**src/hdl/distance_vector_route_table_assert.svh**
```systemverilog
// Assertion macros for the distance-vector route table.
`ifndef DISTANCE_VECTOR_ROUTE_TABLE_ASSERT_SVH
`define DISTANCE_VECTOR_ROUTE_TABLE_ASSERT_SVH
`ifndef SYNTHESIS
`define DVRT_ASSERT_IMPL(label, clk, rstn, ante, cons) \
    label: assert property (@(posedge clk) disable iff (!rstn) (ante) |-> (cons)) \
        else $error("assertion failed");
`define DVRT_ASSERT_NEXT(label, clk, rstn, ante, cons) \
    label: assert property (@(posedge clk) disable iff (!rstn) (ante) |=> (cons)) \
        else $error("assertion failed");
`else
`define DVRT_ASSERT_IMPL(label, clk, rstn, ante, cons)
`define DVRT_ASSERT_NEXT(label, clk, rstn, ante, cons)
`endif
`endif

```
**src/hdl/dvrt_pkg.sv**
```systemverilog
// Shared types and constants for the distance-vector route table.
package dvrt_pkg;
    localparam logic [1:0] OP_UPDATE  = 2'd0;
    localparam logic [1:0] OP_TICK    = 2'd1;
    localparam logic [1:0] OP_PERIOD  = 2'd2;
    localparam logic [1:0] OP_LOOKUP  = 2'd3;

    localparam logic [1:0] KIND_ADV     = 2'd0;
    localparam logic [1:0] KIND_FORWARD = 2'd1;
    localparam logic [1:0] KIND_DELIVER = 2'd2;
    localparam logic [1:0] KIND_DROP    = 2'd3;

    localparam logic [2:0] REG_SELF_ID   = 3'd0;
    localparam logic [2:0] REG_INFINITY  = 3'd1;
    localparam logic [2:0] REG_TIMEOUT   = 3'd2;
    localparam logic [2:0] REG_SPLIT     = 3'd3;
    localparam logic [2:0] REG_POISON    = 3'd4;
    localparam logic [2:0] REG_PORT_CNT  = 3'd5;

    localparam logic [7:0] DEFAULT_INFINITY = 8'd16;
    localparam int unsigned MAX_RESULTS = 64;

    // controller to datapath
    typedef struct packed {
        logic load;       // capture input transaction
        logic update;     // apply update to table
        logic poison;     // write infinity to scanned entry
        logic forget;     // clear seen flag of scanned neighbour
        logic scan_start; // reset scan counters
        logic next_port;  // advance neighbour counter
        logic next_dest;  // advance destination counter
        logic adv_start;  // reset advert port counter, latch advert dest
        logic adv_step;   // advance advert port counter
        logic adv_sel_scan; // advert dest from scan counter, else input dest
    } dvrt_cmd_t;

    // datapath to controller
    typedef struct packed {
        logic [1:0] op;
        logic accept;      // update replaces entry
        logic upd_ok;      // update port active
        logic nb_expired;  // scanned neighbour timed out
        logic port_done;   // neighbour scan at end
        logic dest_done;   // destination scan at end
        logic dest_hit;    // scanned entry matches tick or period rule
        logic adv_emit;    // current advert port produces a result
        logic adv_done;    // advert port counter at end
    } dvrt_stat_t;
endpackage

```
**src/hdl/dvrt_datapath.sv**
```systemverilog
// Route table storage, neighbour timers and result formation.
module dvrt_datapath #(
    parameter int NUM_NODES = 16,
    parameter int NUM_PORTS = 4
) (
    input  logic                 aclk,
    input  logic                 aresetn,
    input  dvrt_pkg::dvrt_cmd_t  cmd,
    output dvrt_pkg::dvrt_stat_t stat,
    input  logic [1:0]           s_operation,
    input  logic [1:0]           s_in_port,
    input  logic [3:0]           s_dest_id,
    input  logic [7:0]           s_adv_cost,
    input  logic [31:0]          s_now,
    input  logic [3:0]           self_id,
    input  logic [7:0]           small_infinity,
    input  logic [31:0]          peer_timeout,
    input  logic                 split_horizon,
    input  logic                 poison_reverse,
    input  logic [2:0]           port_count,
    output logic [1:0]           res_kind,
    output logic [1:0]           res_port,
    output logic [3:0]           res_dest,
    output logic [7:0]           res_cost
);
    localparam int NW = (NUM_NODES > 1) ? $clog2(NUM_NODES) : 1;
    localparam int PW = (NUM_PORTS > 1) ? $clog2(NUM_PORTS) : 1;

    logic [NUM_NODES-1:0] valid_reg;
    logic [1:0]           hop_reg [NUM_NODES];
    logic [7:0]           cost_reg [NUM_NODES];
    logic [NUM_PORTS-1:0] seen_reg;
    logic [31:0]          last_reg [NUM_PORTS];

    logic [1:0]  op_reg;
    logic [1:0]  port_reg;
    logic [3:0]  dest_reg;
    logic [7:0]  adv_reg;
    logic [31:0] now_reg;
    logic [NW:0] dcnt_reg;
    logic [PW:0] pcnt_reg;
    logic [2:0]  acnt_reg;
    logic [3:0]  adest_reg;

    logic [7:0] inf;
    logic [2:0] act_ports;
    logic [8:0] c_sum;
    logic [7:0] c_new;
    logic       dest_in;
    logic [NW-1:0] didx;
    logic [NW-1:0] sidx;
    logic [NW-1:0] aidx;
    logic [PW-1:0] pidx;
    logic [31:0] age;
    logic        a_self;
    logic        a_back;
    logic [7:0]  a_cost;

    always_comb begin
        inf = (small_infinity == 8'd0) ? dvrt_pkg::DEFAULT_INFINITY : small_infinity;
        act_ports = (32'(port_count) < NUM_PORTS) ? port_count : 3'(NUM_PORTS);
        c_sum = {1'b0, adv_reg} + 9'd1;
        c_new = (c_sum > {1'b0, inf}) ? inf : c_sum[7:0];
        dest_in = 32'(dest_reg) < NUM_NODES;
        didx = NW'(dest_reg);
        sidx = dcnt_reg[NW-1:0];
        pidx = pcnt_reg[PW-1:0];
        aidx = NW'(adest_reg);
        age = now_reg - last_reg[pidx];
        stat.op = op_reg;
        stat.upd_ok = {1'b0, port_reg} < act_ports;
        stat.accept = dest_in && dest_reg != self_id &&
            (!valid_reg[didx] ||
             !((hop_reg[didx] != port_reg && cost_reg[didx] <= c_new) ||
               (hop_reg[didx] == port_reg && cost_reg[didx] == c_new)));
        stat.nb_expired = seen_reg[pidx] && age > peer_timeout;
        stat.port_done = 32'(pcnt_reg) == NUM_PORTS - 1;
        stat.dest_done = 32'(dcnt_reg) == NUM_NODES - 1;
        if (op_reg == dvrt_pkg::OP_TICK) begin
            stat.dest_hit = 32'(dcnt_reg) != 32'(self_id) && valid_reg[sidx] &&
                32'(hop_reg[sidx]) == 32'(pcnt_reg);
        end else begin
            stat.dest_hit = 32'(dcnt_reg) == 32'(self_id) || valid_reg[sidx];
        end
        a_self = adest_reg == self_id;
        a_back = !a_self && hop_reg[aidx] == acnt_reg[1:0];
        a_cost = a_self ? 8'd0 : cost_reg[aidx];
        stat.adv_emit = acnt_reg < act_ports && !(split_horizon && a_back);
        stat.adv_done = acnt_reg + 3'd1 >= act_ports;
        res_kind = dvrt_pkg::KIND_ADV;
        res_port = acnt_reg[1:0];
        res_dest = adest_reg;
        res_cost = (poison_reverse && a_back) ? inf : a_cost;
        if (op_reg == dvrt_pkg::OP_LOOKUP) begin
            res_port = 2'd0;
            res_cost = 8'd0;
            res_dest = dest_reg;
            if (dest_reg == self_id) begin
                res_kind = dvrt_pkg::KIND_DELIVER;
            end else if (dest_in && valid_reg[didx] && cost_reg[didx] < inf &&
                         {1'b0, hop_reg[didx]} < act_ports) begin
                res_kind = dvrt_pkg::KIND_FORWARD;
                res_port = hop_reg[didx];
            end else begin
                res_kind = dvrt_pkg::KIND_DROP;
            end
        end
    end

    always_ff @(posedge aclk) begin
        if (!aresetn) begin
            valid_reg <= '0;
            seen_reg  <= '0;
        end else begin
            if (cmd.update) begin
                if (stat.accept) begin
                    valid_reg[didx] <= 1'b1;
                    hop_reg[didx]   <= port_reg;
                    cost_reg[didx]  <= c_new;
                end
                seen_reg[PW'(port_reg)] <= 1'b1;
                last_reg[PW'(port_reg)] <= now_reg;
            end
            if (cmd.poison) cost_reg[sidx] <= inf;
            if (cmd.forget) seen_reg[pidx] <= 1'b0;
        end
        if (cmd.load) begin
            op_reg   <= s_operation;
            port_reg <= s_in_port;
            dest_reg <= s_dest_id;
            adv_reg  <= s_adv_cost;
            now_reg  <= s_now;
        end
        if (cmd.scan_start) begin
            dcnt_reg <= '0;
            pcnt_reg <= '0;
        end else begin
            if (cmd.next_dest) dcnt_reg <= cmd.next_port ? '0 : dcnt_reg + 1'b1;
            if (cmd.next_port) pcnt_reg <= pcnt_reg + 1'b1;
        end
        if (cmd.adv_start) begin
            acnt_reg  <= '0;
            adest_reg <= cmd.adv_sel_scan ? 4'(dcnt_reg) : dest_reg;
        end else if (cmd.adv_step) begin
            acnt_reg <= acnt_reg + 3'd1;
        end
    end
endmodule

```
**src/hdl/dvrt_ctrl.sv**
```systemverilog
// Sequencer for updates, neighbour scans, table adverts and lookups.
`include "distance_vector_route_table_assert.svh"
module dvrt_ctrl (
    input  logic                 aclk,
    input  logic                 aresetn,
    input  logic                 s_valid,
    output logic                 s_ready,
    output logic                 m_valid,
    input  logic                 m_ready,
    output logic                 m_last,
    output logic                 out_load,
    output dvrt_pkg::dvrt_cmd_t  cmd,
    input  dvrt_pkg::dvrt_stat_t stat
);
    typedef enum logic [3:0] {
        ST_IDLE, ST_DECODE, ST_PSCAN, ST_DSCAN, ST_ADV, ST_LOOK, ST_FLUSH
    } state_t;

    state_t state_reg, ret_reg;
    logic [6:0] cnt_reg;
    logic       pend_reg;   // a result is held for the output stage
    logic       tick_reg;   // advert belongs to tick scan
    logic       v_reg;
    logic       last_reg;
    logic       free;
    logic       more;
    logic       push;

    assign free = !v_reg || m_ready;
    assign m_valid = v_reg;
    assign m_last = last_reg;
    assign s_ready = state_reg == ST_IDLE && free && !pend_reg;

    // true when a further result may follow the current advert slot
    always_comb begin
        more = !stat.adv_done;
        if (state_reg == ST_ADV && stat.adv_done) more = 1'b0;
    end

    always_comb begin
        cmd = '0;
        out_load = 1'b0;
        cmd.load = s_valid && s_ready;
        case (state_reg)
            ST_DECODE: begin
                cmd.scan_start = 1'b1;
                cmd.update = stat.op == dvrt_pkg::OP_UPDATE && stat.upd_ok;
                cmd.adv_start = cmd.update;
            end
            ST_PSCAN: begin
                if (!stat.nb_expired) cmd.next_port = !stat.port_done;
            end
            ST_DSCAN: begin
                cmd.poison = tick_reg && stat.dest_hit;
                cmd.adv_start = stat.dest_hit;
                cmd.adv_sel_scan = 1'b1;
                // step past the entry whether or not it is advertised
                cmd.next_dest = !stat.dest_done;
                if (stat.dest_done && tick_reg) begin
                    cmd.forget = 1'b1;
                    cmd.next_port = !stat.port_done;
                    cmd.next_dest = !stat.port_done;
                end
            end
            ST_ADV: begin
                if (free) begin
                    cmd.adv_step = 1'b1;
                    out_load = stat.adv_emit && cnt_reg < 7'(dvrt_pkg::MAX_RESULTS);
                end
            end
            ST_LOOK: out_load = free;
            default: ;
        endcase
    end

    // present a result on the output register
    always_comb begin
        case (state_reg)
            ST_ADV:   push = out_load && pend_reg;
            ST_LOOK:  push = free;
            ST_FLUSH: push = free && pend_reg;
            default:  push = 1'b0;
        endcase
    end

    always_ff @(posedge aclk) begin
        if (!aresetn) begin
            state_reg <= ST_IDLE;
            ret_reg   <= ST_IDLE;
            cnt_reg   <= '0;
            pend_reg  <= 1'b0;
            tick_reg  <= 1'b0;
            v_reg     <= 1'b0;
            last_reg  <= 1'b0;
        end else begin
            if (push) v_reg <= 1'b1;
            else if (m_ready) v_reg <= 1'b0;
            // a held result becomes last once the transaction ends
            case (state_reg)
                ST_IDLE: begin
                    if (s_valid && s_ready) begin
                        state_reg <= ST_DECODE;
                        cnt_reg <= '0;
                    end
                end
                ST_DECODE: begin
                    tick_reg <= stat.op == dvrt_pkg::OP_TICK;
                    case (stat.op)
                        dvrt_pkg::OP_UPDATE: begin
                            state_reg <= (stat.upd_ok && stat.accept) ? ST_ADV : ST_FLUSH;
                            ret_reg <= ST_FLUSH;
                        end
                        dvrt_pkg::OP_TICK: state_reg <= ST_PSCAN;
                        dvrt_pkg::OP_PERIOD: state_reg <= ST_DSCAN;
                        default: state_reg <= ST_LOOK;
                    endcase
                end
                ST_PSCAN: begin
                    if (stat.nb_expired) state_reg <= ST_DSCAN;
                    else if (stat.port_done) state_reg <= ST_FLUSH;
                end
                ST_DSCAN: begin
                    if (!stat.dest_done) ret_reg <= ST_DSCAN;
                    else if (!tick_reg || stat.port_done) ret_reg <= ST_FLUSH;
                    else ret_reg <= ST_PSCAN;
                    if (stat.dest_hit) begin
                        state_reg <= ST_ADV;
                    end else if (stat.dest_done) begin
                        if (!tick_reg || stat.port_done) state_reg <= ST_FLUSH;
                        else state_reg <= ST_PSCAN;
                    end
                end
                ST_ADV: begin
                    if (free) begin
                        if (out_load) begin
                            if (pend_reg) last_reg <= 1'b0;
                            pend_reg <= 1'b1;
                            cnt_reg <= cnt_reg + 7'd1;
                        end
                        if (!more) state_reg <= ret_reg;
                    end
                end
                ST_LOOK: begin
                    if (free) begin
                        last_reg <= 1'b1;
                        state_reg <= ST_IDLE;
                    end
                end
                ST_FLUSH: begin
                    if (free) begin
                        if (pend_reg) begin
                            last_reg <= 1'b1;
                            pend_reg <= 1'b0;
                        end
                        state_reg <= ST_IDLE;
                    end
                end
                default: state_reg <= ST_IDLE;
            endcase
        end
    end

    `DVRT_ASSERT_IMPL(a_ready_idle, aclk, aresetn, s_ready, state_reg == ST_IDLE)
    `DVRT_ASSERT_IMPL(a_cap, aclk, aresetn, 1'b1, cnt_reg <= 7'(dvrt_pkg::MAX_RESULTS))
    `DVRT_ASSERT_NEXT(a_look, aclk, aresetn, state_reg == ST_LOOK && free, m_valid && m_last)
endmodule

```
**src/hdl/distance_vector_route_table.sv**
```systemverilog
// Top level of the distance-vector route table.
// Input channel s_*: one transaction carries an operation (update, check-alive
// tick, periodic advertise, forward lookup). Result channel m_*: each result
// carries kind, port, destination and cost; m_last marks the final result of
// one input transaction. Operations that cause no result emit nothing.
// A lookup result is loaded straight into the output register. An accepted
// update walks the advert counter over each active port (at least one).
// A tick checks one neighbour a cycle and walks each timed-out neighbour over
// all destinations, one entry a cycle while no entry is advertised, and walks
// the advert counter over each active port (at least one) for each advertised
// entry; a periodic advertise walks the table the same way. One transaction is
// worked at a time; the next input is taken once the previous results have
// entered the output register.
// One result is held back in a staging register so m_last can be set on it.
// A receiver stall holds the output register and pauses the sequencer.
// Synchronous reset clears route valid bits, neighbour seen flags, the
// configuration registers to defaults and the output valid.
// Configuration: APB writes at byte address 4*index; pready always high.
`include "distance_vector_route_table_assert.svh"
module distance_vector_route_table #(
    parameter int NUM_NODES = 16,
    parameter int NUM_PORTS = 4
) (
    input  logic        aclk,
    input  logic        aresetn,
    input  logic        psel,
    input  logic        penable,
    input  logic        pwrite,
    input  logic [4:0]  paddr,
    input  logic [31:0] pwdata,
    output logic [31:0] prdata,
    output logic        pready,
    input  logic        s_valid,
    output logic        s_ready,
    input  logic [1:0]  s_operation,
    input  logic [1:0]  s_in_port,
    input  logic [3:0]  s_dest_id,
    input  logic [7:0]  s_adv_cost,
    input  logic [31:0] s_now,
    output logic        m_valid,
    input  logic        m_ready,
    output logic [1:0]  m_kind,
    output logic [1:0]  m_out_port,
    output logic [3:0]  m_out_dest,
    output logic [7:0]  m_out_cost,
    output logic        m_last
);
    logic [3:0]  self_reg;
    logic [7:0]  inf_reg;
    logic [31:0] tmo_reg;
    logic        split_reg;
    logic        poison_reg;
    logic [2:0]  pcnt_reg;
    logic [2:0]  ridx;
    logic        out_load;
    logic [1:0]  r_kind, h_kind_reg;
    logic [1:0]  r_port, h_port_reg;
    logic [3:0]  r_dest, h_dest_reg;
    logic [7:0]  r_cost, h_cost_reg;
    logic        lookup_load;
    logic        v_q;
    dvrt_pkg::dvrt_cmd_t  cmd;
    dvrt_pkg::dvrt_stat_t stat;

    assign pready = 1'b1;
    assign ridx = paddr[4:2];

    always_ff @(posedge aclk) begin
        if (!aresetn) begin
            self_reg   <= '0;
            inf_reg    <= 8'd16;
            tmo_reg    <= 32'd180;
            split_reg  <= 1'b0;
            poison_reg <= 1'b0;
            pcnt_reg   <= 3'd4;
        end else if (psel && penable && pwrite) begin
            case (ridx)
                dvrt_pkg::REG_SELF_ID:  self_reg   <= pwdata[3:0];
                dvrt_pkg::REG_INFINITY: inf_reg    <= pwdata[7:0];
                dvrt_pkg::REG_TIMEOUT:  tmo_reg    <= pwdata;
                dvrt_pkg::REG_SPLIT:    split_reg  <= pwdata[0];
                dvrt_pkg::REG_POISON:   poison_reg <= pwdata[0];
                dvrt_pkg::REG_PORT_CNT: pcnt_reg   <= pwdata[2:0];
                default: ;
            endcase
        end
    end

    always_comb begin
        case (ridx)
            dvrt_pkg::REG_SELF_ID:  prdata = {28'd0, self_reg};
            dvrt_pkg::REG_INFINITY: prdata = {24'd0, inf_reg};
            dvrt_pkg::REG_TIMEOUT:  prdata = tmo_reg;
            dvrt_pkg::REG_SPLIT:    prdata = {31'd0, split_reg};
            dvrt_pkg::REG_POISON:   prdata = {31'd0, poison_reg};
            dvrt_pkg::REG_PORT_CNT: prdata = {29'd0, pcnt_reg};
            default:                prdata = '0;
        endcase
    end

    dvrt_ctrl u_ctrl (
        .aclk, .aresetn, .s_valid, .s_ready, .m_valid(v_q), .m_ready,
        .m_last, .out_load, .cmd, .stat
    );

    dvrt_datapath #(.NUM_NODES(NUM_NODES), .NUM_PORTS(NUM_PORTS)) u_dp (
        .aclk, .aresetn, .cmd, .stat, .s_operation, .s_in_port, .s_dest_id,
        .s_adv_cost, .s_now, .self_id(self_reg), .small_infinity(inf_reg),
        .peer_timeout(tmo_reg), .split_horizon(split_reg),
        .poison_reverse(poison_reg), .port_count(pcnt_reg),
        .res_kind(r_kind), .res_port(r_port), .res_dest(r_dest), .res_cost(r_cost)
    );

    assign m_valid = v_q;
    assign lookup_load = out_load && stat.op == dvrt_pkg::OP_LOOKUP;

    // staging register feeds the output register one result behind; lookup results bypass it
    always_ff @(posedge aclk) begin
        if (out_load) begin
            h_kind_reg <= r_kind;
            h_port_reg <= r_port;
            h_dest_reg <= r_dest;
            h_cost_reg <= r_cost;
        end
        if (lookup_load) begin
            m_kind     <= r_kind;
            m_out_port <= r_port;
            m_out_dest <= r_dest;
            m_out_cost <= r_cost;
        end else if (!v_q || m_ready) begin
            m_kind     <= h_kind_reg;
            m_out_port <= h_port_reg;
            m_out_dest <= h_dest_reg;
            m_out_cost <= h_cost_reg;
        end
    end

    `DVRT_ASSERT_NEXT(a_hold, aclk, aresetn, m_valid && !m_ready, m_valid)
    `DVRT_ASSERT_IMPL(a_no_take, aclk, aresetn, s_ready, !m_valid || m_ready)
    `DVRT_ASSERT_NEXT(a_stable, aclk, aresetn, m_valid && !m_ready, $stable(m_kind) && $stable(m_out_port) && $stable(m_out_dest) && $stable(m_out_cost) && $stable(m_last))
endmodule
```
**config.mk**
```make
export PLATFORM = sky130hd
export DESIGN_NAME = distance_vector_route_table
export DESIGN_NICKNAME = d
export VERILOG_FILES = /design/src/hdl/dvrt_pkg.sv /design/src/hdl/dvrt_datapath.sv /design/src/hdl/dvrt_ctrl.sv /design/src/hdl/distance_vector_route_table.sv
export VERILOG_INCLUDE_DIRS = /design/src /design/src/hdl
export SDC_FILE = /design/constraint.sdc
export NUM_CORES = 1
export LEC_CHECK = 0
export ABC_AREA = 0
export BUFFER_PORTS_ARGS = -buffer_cell sky130_fd_sc_hd__buf_4
export CAP_MARGIN = 20
export CORE_ASPECT_RATIO = 1.4
export CORE_MARGIN = 2
export CORE_UTILIZATION = 56
export DETAILED_ROUTE_END_ITERATION = 7
export PLACE_DENSITY = 0.77
export SLEW_MARGIN = 20
export SYNTH_ARGS = -nofsm -noshare
export SYNTH_HDL_FRONTEND = slang
export SYNTH_HIERARCHICAL = 1
export SYNTH_SLANG_ARGS = --single-unit
```
**constraint.sdc**
```tcl
create_clock -name aclk -period 5.98 [get_ports aclk]
set_clock_uncertainty 0.2 [all_clocks]
set_input_delay 0.299 -clock aclk [delete_from_list [all_inputs] [get_ports aclk]]
set_output_delay 0.299 -clock aclk [all_outputs]
set_load 0.01 [all_outputs]
```
After elaboration in Yosys (flattened, before gate mapping)
Memories as Yosys holds them, arrays and structs flattened. A register that Yosys moved wholly into a read port is not among the register bits.
Index checks and enable logic that the tools add are counted.

cells by class
  muxes and demuxes = 109
  eq/ne operators = 38
  reductions and logical operators = 68
  bitwise gates (word level) = 4
  add/sub/neg operators = 6
  magnitude comparators = 17

operator list
  kind                                                                     number
  32-bit case mux with 6 select lines                                      1
  4-bit 2-to-1 mux                                                         24
  8-bit 2-to-1 mux                                                         8
  1-bit 2-to-1 mux                                                         39
  32-bit > comparator                                                      1
  32-bit subtractor                                                        1
  2-bit 2-to-1 mux                                                         15
  1-bit logical AND                                                        29
  4-bit case mux with 6 select lines                                       1
  7-bit 2-to-1 mux                                                         3
  16-bit OR                                                                1
  2-bit AND reduction                                                      8
  2-bit by 1-bit inequality test with 1-bit output, second input constant  7
  7-bit case mux with 2 select lines                                       1
  4-bit by 3-bit == test with 1-bit output, second input constant          3
  4-bit case mux with 3 select lines                                       1
  1-bit logical NOT                                                        10
  4-bit by 5-bit < comparator with 1-bit output, second input constant     2
  2-bit nonzero test                                                       5
  8-bit by 1-bit adder with 9-bit output, second input constant            1
  3-bit by 2-bit == test with 1-bit output, second input constant          3
  9-bit by 8-bit > comparator with 1-bit output                            1
  1-bit binary-select mux with 4-bit select                                2
  4-bit by 2-bit == test with 1-bit output, second input constant          2
  other kinds (51)                                                         73

word-level totals
  memory bits (writable) = 288
  output and inout port bits = 52
  memories kept = 3
  logic and storage cells = 277
  input port bits = 92
  register bits after elaboration = 183

memory list
  memory         depth  width  read ports  clocked after Yosys merged registers in  write ports  RTL line             source
  u_dp.cost_reg  16     8      2           2                                        1            dvrt_datapath.sv:31  logic [7:0] cost_reg [NUM_NODES];
  u_dp.last_reg  4      32     1           1                                        1            dvrt_datapath.sv:33  logic [31:0] last_reg [NUM_PORTS];
  u_dp.hop_reg   16     2      3           3                                        1            dvrt_datapath.sv:30  logic [1:0] hop_reg [NUM_NODES];

Depth between registers and ports, before layout
Gate-level depths: netlist of run 1.

  depth in word-level cells = 15
  gate-level depth with buffers = 30
  depth with buffers taken out = 27

By module
The synthesis of run 1 kept the hierarchy.

by module, submodules not included
  module                       cells an instance  sequential area each (um^2)  times used  area each (um^2)
  dvrt_datapath                1575               11110.7                      1           21289.2
  distance_vector_route_table  322                1941.9                       1           3489.6
  dvrt_ctrl                    132                340.3                        1           1093.5

Least setup slack after synthesis of run 1
Ideal clock, no wire load.

  path type = reg-to-reg
  from = register (tool-made name)
  to = register u_dp.pcnt_reg[2]
  clock period less this slack = 6.071 ns
  library setup time = 0.065 ns
  cell stages (with the launch flop) = 26
  arrival time = 5.806 ns
  data required time = 5.715 ns
  buffers on the path = 3
  path slack = -0.091 ns
  path through = dfxtp_1 -> clkbuf_1 -> buf_1 -> mux4_2 -> inv_1 -> ha_1 -> a21o_1 -> a311o_1 -> a211oi_1 -> o21ai_0 -> or3b_2 -> o221ai_1 -> mux2i_1 -> nand3_1 -> ha_1 -> a21oi_1 -> o21ai_0 -> a21o_1 -> a221oi_1 -> o2bb2ai_1 -> nor2_1 -> a31oi_1 -> nor3_1 -> clkbuf_1 -> mux2_2 -> nor2_1

RTL lines
  what                  RTL line              source
  to (signal assigned)  dvrt_datapath.sv:139  if (cmd.next_port) pcnt_reg <= pcnt_reg + 1'b1;
  to (decl)             dvrt_datapath.sv:41   logic [PW:0] pcnt_reg;

==> metrics.yaml, run 1 <==
outcome:
  status: "finished clean"
detailed_routing:
  dr.first_iter.drc_count: 1554
  drtAntennaViolNets: 0
  wl_per_cell_um: 23.97
  firstDrtPassIters: 5
  vias: 18370
  vias_per_cell: 6.257
  wirelength_mm: 70.34
  drc_errors: 0
floorplan:
  ios: 144
  die_w_um: 185.7
  coreArea_sq_mm: 0.04585
  die_h_um: 258.3
  rows: 93
  dieArea_sq_mm: 0.04796
  start_util_pct: 56.43
synth:
  ys_warn_count: 6
  synth.distinct_cells: 83
  syn_area_sq_mm: 0.02587
  synth.ff_latch_count: 483
  syn_inst: 2029
  synth-edff-count: 372
  postSynth.asyncResetShare_pct: 0
  seq_area_frac_synth_pct: 51.77
  synth_ff_type: "edfxtp_1"
  synth_area_per_cell_sq_um: 12.75
  syn-num-nets: 2233
layout:
  layout-drive-gt1-share_pct: 24.47
  multiInputGateArea_sq_mm: 0.01166
  final_common_cell: "edfxtp_1"
  final-instance-count-excl-fill: 2935
  nFillCells: 3223
  area_growth_pct: 17.93
  final_cell_mix: "edfxtp_1, buf_4, nand2_1"
  nets: 2483
  seq_area_sq_mm: 0.01340
cts:
  clkLatencyLatePin_ns: 0.58
  clockRootBuffer: "clkbuf_16"
  cts_tree: "built"
  cts-buffers-inserted: 47
  htreeDepth: 2
  clk_pin_slew_ns: 0.07
  cts_buffer_depth: 3
  cts_sinks: 483
pwr:
  p_total_mw: 13.87
  ir_drop_mv: 0.2546
  p_leak_nw: 11.35
  p_per_area_mw_per_mm2: 454.6
worst_setup_path:
  path_cells: "buf_12 > mux4_2 > inv_1 > ha_1 > a21o_1 > a311o_1 > a211oi_2 > o21ai_0 > or3b_2 > o221ai_2 > mux2i_1 > nand3_1 > ha_1 > a21oi_1 > o21ai_0 > a21o_1 > a221oi_2 > o2bb2ai_2 > nor2_1 > a31oi_1 > nor3_1 > buf_4 > mux2_2 > nor2_1"
  r2r_slack_ns: 0.25
  crit_path_start_kind: "flip-flop"
  slowest_stage: "or3b_2"
  r2r-end: "u_dp/pcnt_reg[2]"
  cpLargestDelayFamily: "compound AO/OA/AOI/OAI gates"
  cpPeakStageDelay_ns: 0.51
  critPathCaptureType: "flip-flop"
  crit_fanout: 8
  crit_arrival_ns: 6.04
  path_class: "flip-flop to flip-flop"
  reg2reg_depth: 24
  required_ns: 6.28
  cp_num_buf_inv: 3
global_routing:
  grt_pass1_wl_mm: 106.7
  grt.met1_usage_pct: 32.82
  use_met3_pct: 3.921
  track_usage_pct: 29.32
  grt_max_degree: 72
  met2_usage_pct: 52.93
  antenna_found_initial: 1
  grt_overflow: 0
  grt_pass1_vias: 19000
  grt.busiest_layer: "met2"
placed_design:
  port_buffers: 140
  place_hpwl_mm: 49.21
  placed_cells: 2752
  post-place-ws_ns: -0.06864
  finalWeightedCongestion: 0.9480
sta:
  fin_crit_ns: 5.733
  drv_slew: 0
  fin_ws_ns: 0.2465
  fmax_mhz: 174.4
  tightest_slew_ns: 0.9920
  holdWs_ns: 0.03412
  setup_viol: 0
  hold_viol: 0
  period_share_pct: 95.88
  relSlewSlack_pct: 33.87
flow_run:
  drv_cap: 0
worst_hold_path:
  hold_path.class: "input port to flip-flop"
  hold_depth: 3
  min_to: "u_ctrl/m_valid"
  holdCritStartpoint: "m_ready"
## repair_timing
item / 4_1_cts / 5_1_grt
hold endpoints to repair: 102 / 0
pin swaps: 0 / 7
endpoints found under the setup margin: 10 / 17
resized for setup: 2 / 26
buffers inserted: 0 / 5
hold buffers: 87 / 0
gates cloned: 0 / 1
## final cells by class
cell class	instances	share of cell area [%]
Tap cell	617	2.530
Clock inverter	25	0.7381
Clock buffer	62	4.347
Sequential cell	483	43.92
Multi-Input combinational cell	1318	38.21
Inverter	108	1.337
Timing Repair Buffer	321	8.915
Antenna cell	1	0.008201
## metrics by stage
step	utilization (%)	TNS [ns]	area (sq um)
final	66.55	0	30510
after global routing	66.55	-0.1007	30510
after CTS	66.08	0	30300
after detailed placement	60.78	-0.1143	27860
after global placement	60.76	0	27860
after floorplan	-	0	25870
## Yosys cell counts (all sizes together), types with 21 or more instances
master / number / area [sq um]
edfxtp: 372 / 11170
nand2: 172 / 645.6
mux4: 153 / 3453
o21ai: 133 / 669.4
dfxtp: 111 / 2222
ha: 111 / 1389
inv: 106 / 400.4
nand3: 102 / 523.0
mux2i: 87 / 870.8
clkbuf: 81 / 304.0
nor2: 81 / 331.6
a21oi: 72 / 371.6
mux2: 51 / 574.3
a21o: 41 / 307.8
buf: 39 / 259.0
and2: 36 / 225.2
xnor2: 36 / 315.3
xor2: 25 / 219.0
nor3: 21 / 116.4
## layer usage
metal  up-vias  part of all wire, %
met5         -                    0
met4         0                  6.8
met3       254                  6.8
met2       829                   52
met1      9073                   35
li1       8209                    -
## where the power goes
part	switching (mW)	internal, mW	total (mW)
Combinational	3.33	2.79	6.12
Sequential	0.522	4.25	4.77
Clock	1.28	1.70	2.98
## worst reg2reg max path, cell delays in order, from the launching register on
cell and delay (ns):
dfxtp_4 0.41, buf_12 0.17, mux4_2 0.50, inv_1 0.06, ha_1 0.24, a21o_1 0.19, a311o_1 0.40, a211oi_2 0.28
o21ai_0 0.16, or3b_2 0.51, o221ai_2 0.20, mux2i_1 0.22, nand3_1 0.10, ha_1 0.32, a21oi_1 0.13, o21ai_0 0.09
a21o_1 0.19, a221oi_2 0.23, o2bb2ai_2 0.12, nor2_1 0.10, a31oi_1 0.05, nor3_1 0.16, buf_4 0.21, mux2_2 0.34
nor2_1 0.09
## how the worst max path moves through the flow
stage | startpoint | depth (start not counted) | end | slack [ns]
5_1_grt | flip-flop | 25 | u_dp/pcnt_reg[2] | -0.06
4_1_cts | flip-flop | 28 | u_dp/pcnt_reg[2] | 0.03
2_1_floorplan | u_dp/adv_reg[2] | 22 | u_dp/cost_reg[7][0] | 0.13
3_5_place_dp | flip-flop | 25 | u_dp/pcnt_reg[2] | -0.07
3_3_place_gp | flip-flop | 27 | u_dp/pcnt_reg[2] | 0.05
6_report | flip-flop | 24 | u_dp/pcnt_reg[2] | 0.25
## logic make-up after synthesis
group	Yosys count	share of synthesized area (%)
AO/OA/AOI/OAI	348	8.502
XOR/XNOR	61	2.065
adder cells (fa/ha/maj)	113	5.484
buffers and inverters	228	3.753
flip-flops	483	51.77
multiplexers	291	18.93
other	1	0.01449
AND/OR/NAND/NOR	504	9.484
Power figures use the tool's default switching activity.
==> run 2: changes to the inputs <==
--- a/config.mk
+++ b/config.mk
@@ -6,7 +6,7 @@
 export SDC_FILE = /design/constraint.sdc
 export NUM_CORES = 1
 export LEC_CHECK = 0
-export ABC_AREA = 0
+export ABC_AREA = 1
 export BUFFER_PORTS_ARGS = -buffer_cell sky130_fd_sc_hd__buf_4
 export CAP_MARGIN = 20
 export CORE_ASPECT_RATIO = 1.4
==> metrics.yaml, run 2 <==
outcome:
  status: "finished clean"
detailed_routing:
  vias: 24410
  wl_per_cell_um: 20.78
  firstDrtPassIters: 8
  dr.first_iter.drc_count: 2400
  drc_errors: 0
  wirelength_mm: 85.48
  drtAntennaViolNets: 0
  vias_per_cell: 5.933
worst_setup_path:
  slowest_stage: "ha_1"
  path_class: "flip-flop to flip-flop"
  critPathCaptureType: "flip-flop"
  cpLargestDelayFamily: "simple AND/OR/NAND/NOR gates"
  crit_path_start_kind: "flip-flop"
  required_ns: 6.22
  crit_arrival_ns: 5.92
  reg2reg_depth: 28
  crit_fanout: 34
  cp_num_buf_inv: 7
  r2r_slack_ns: 0.30
  cpPeakStageDelay_ns: 0.38
floorplan:
  die_w_um: 191.7
  rows: 96
  die_h_um: 266.8
  start_util_pct: 56.52
  coreArea_sq_mm: 0.04889
  dieArea_sq_mm: 0.05116
  ios: 144
synth:
  syn-num-nets: 3487
  synth.ff_latch_count: 483
  synth_ff_type: "edfxtp_1"
  synth_area_per_cell_sq_um: 8.417
  ys_top_cells_by_area: "edfxtp_1, nand2_1, dfxtp_1"
  synth_area_leader_cell: "edfxtp_1"
  synth_fa_ha_area_share_pct: 5.098
  syn_inst: 3283
  seq_area_frac_synth_pct: 48.47
  synth_common_cells: "nand2_1, inv_1, edfxtp_1"
  synth_top_family_by_area: "simple AND/OR/NAND/NOR gates"
  muxShareOfSynthArea_pct: 0.1947
  yosys.area_share.simple_pct: 21.23
  synth_compound_area_share_pct: 15.05
  synth-edff-count: 372
  yosysMostFrequentCell: "nand2_1"
  synth_xor_xnor_area_share_pct: 1.395
  synth_top_area_share_pct: 40.43
  ys_warn_count: 6
  synth.distinct_cells: 67
  syn_area_sq_mm: 0.02763
  postSynth.asyncResetShare_pct: 0
worst_hold_path:
  min_to: "split_reg"
  hold_path.class: "input port to flip-flop"
  holdCritStartpoint: "paddr[3]"
  hold_depth: 5
layout:
  final_cell_mix: "nand2_1, inv_1, edfxtp_1"
  layout-drive-gt1-share_pct: 10.04
  area_growth_pct: 14.29
  final_common_cell: "nand2_1"
  nFillCells: 3920
  nets: 3648
  fin_area_sq_mm: 0.03158
  n_antenna_cell: 0
sta:
  drv_slew: 0
  rsz0062_at_grt: "no"
  relSlewSlack_pct: 29.99
  fin_crit_ns: 5.683
  setup_tns_ns: 0
  setup_viol: 0
  holdWs_ns: 0.01649
  fmax_mhz: 175.9
  period_share_pct: 95.04
  hold_viol: 0
  tightest_slew_ns: 1.049
  fin_ws_ns: 0.2965
cts:
  clk_pin_slew_ns: 0.06
  htreeDepth: 2
  cts-buffers-inserted: 45
  clockRootBuffer: "clkbuf_16"
  clkLatencyLatePin_ns: 0.57
  cts_sinks: 483
  cts_tree: "built"
  cts_buffer_depth: 3
flow_run:
  drv_cap: 0
global_routing:
  grt_overflow: 0
  grt_max_degree: 112
  grt_pass1_wl_mm: 129.1
  grt_pass1_vias: 23480
  track_usage_pct: 33.16
  antenna_found_initial: 0
pwr:
  ir_drop_mv: 0.2776
  p_per_area_mw_per_mm2: 434.1
  p_leak_nw: 12.95
placed_design:
  finalWeightedCongestion: 1.058
  post-place-ws_ns: 0.1597
  port_buffers: 140
  place_hpwl_mm: 60.58
  placed_area_sq_mm: 0.02916
-- run 2: what timing repair did --
action                                 4_1_cts  5_1_grt
setup endpoints to repair                    0       17
resized for setup                            0        9
endpoints found under the hold margin      125        0
buffers inserted                             0        0
hold buffers                                85        0
-- run 2: worst register-to-register path, delay by kind of cell (launching register included) --
| family | cells | cell delay [ns] |
|---|---|---|
| xor+xnor | 1 | 0.08 |
| fa+ha+maj | 2 | 0.72 |
| buf+inv | 7 | 1.18 |
| compound gates | 6 | 0.81 |
| flops | 1 | 0.34 |
| simple gates | 12 | 2.21 |
-- run 2: power by group --
group	internal, mW	switching, mW
combinational	2.12	4.19
sequential	4.08	0.333
clock	1.76	1.23
total	7.96	5.75
-- run 2: layout make-up --
| cell class | count | area, sq um | area share, % |
|---|---|---|---|
| Tap cell | 637 | 797.0 | 2.524 |
| Inverter | 407 | 1546 | 4.897 |
| Multi-Input combinational cell | 2229 | 11940 | 37.79 |
| Clock buffer | 64 | 1324 | 4.191 |
| Clock inverter | 16 | 207.7 | 0.6576 |
| Sequential cell | 483 | 13400 | 42.44 |
| Timing Repair Buffer | 278 | 2370 | 7.503 |
-- run 2: cells by family (layout without fill, tap and decap cells) --
logic type / count (synthesis) / count (layout)
compound gates: 728 / 728
xor+xnor: 44 / 44
fa+ha+maj: 112 / 112
buf+inv: 571 / 765
flops: 483 / 483
mux: 5 / 5
other cells: 1 / 1
simple gates: 1339 / 1339
-- run 2: worst max path at each step --
stage               cells past startpoint            start  slack [ns]                    to
finish                                 28        flip-flop        0.30             flip-flop
global placement                       29        flip-flop        0.30             flip-flop
CTS                                    29        flip-flop        0.04             flip-flop
global route                           22  u_dp/adv_reg[0]       0.005  u_dp/cost_reg[15][6]
detailed placement                     29        flip-flop        0.16             flip-flop
floorplan                              28        flip-flop        1.11             flip-flop
-- run 2: metal layers --
layer | vias to the layer above | share of wire (%) | GRT usage (%)
met5 | - | 0 | 0
met4 | 0 | 7.0 | 20.40
met3 | 322 | 8.0 | 4.510
met2 | 1271 | 51 | 59.93
met1 | 11380 | 34 | 36.49
li1 | 11440 | - | -
-- run 2: through the flow --
stage	instances	power, mW	util, %
floorplan	3283	8.547	-
global placement	3948	10.28	59.59
detailed placement	3949	10.50	59.65
CTS	4114	13.54	64.52
global route	4114	14.46	64.60
finish	4114	13.71	64.60
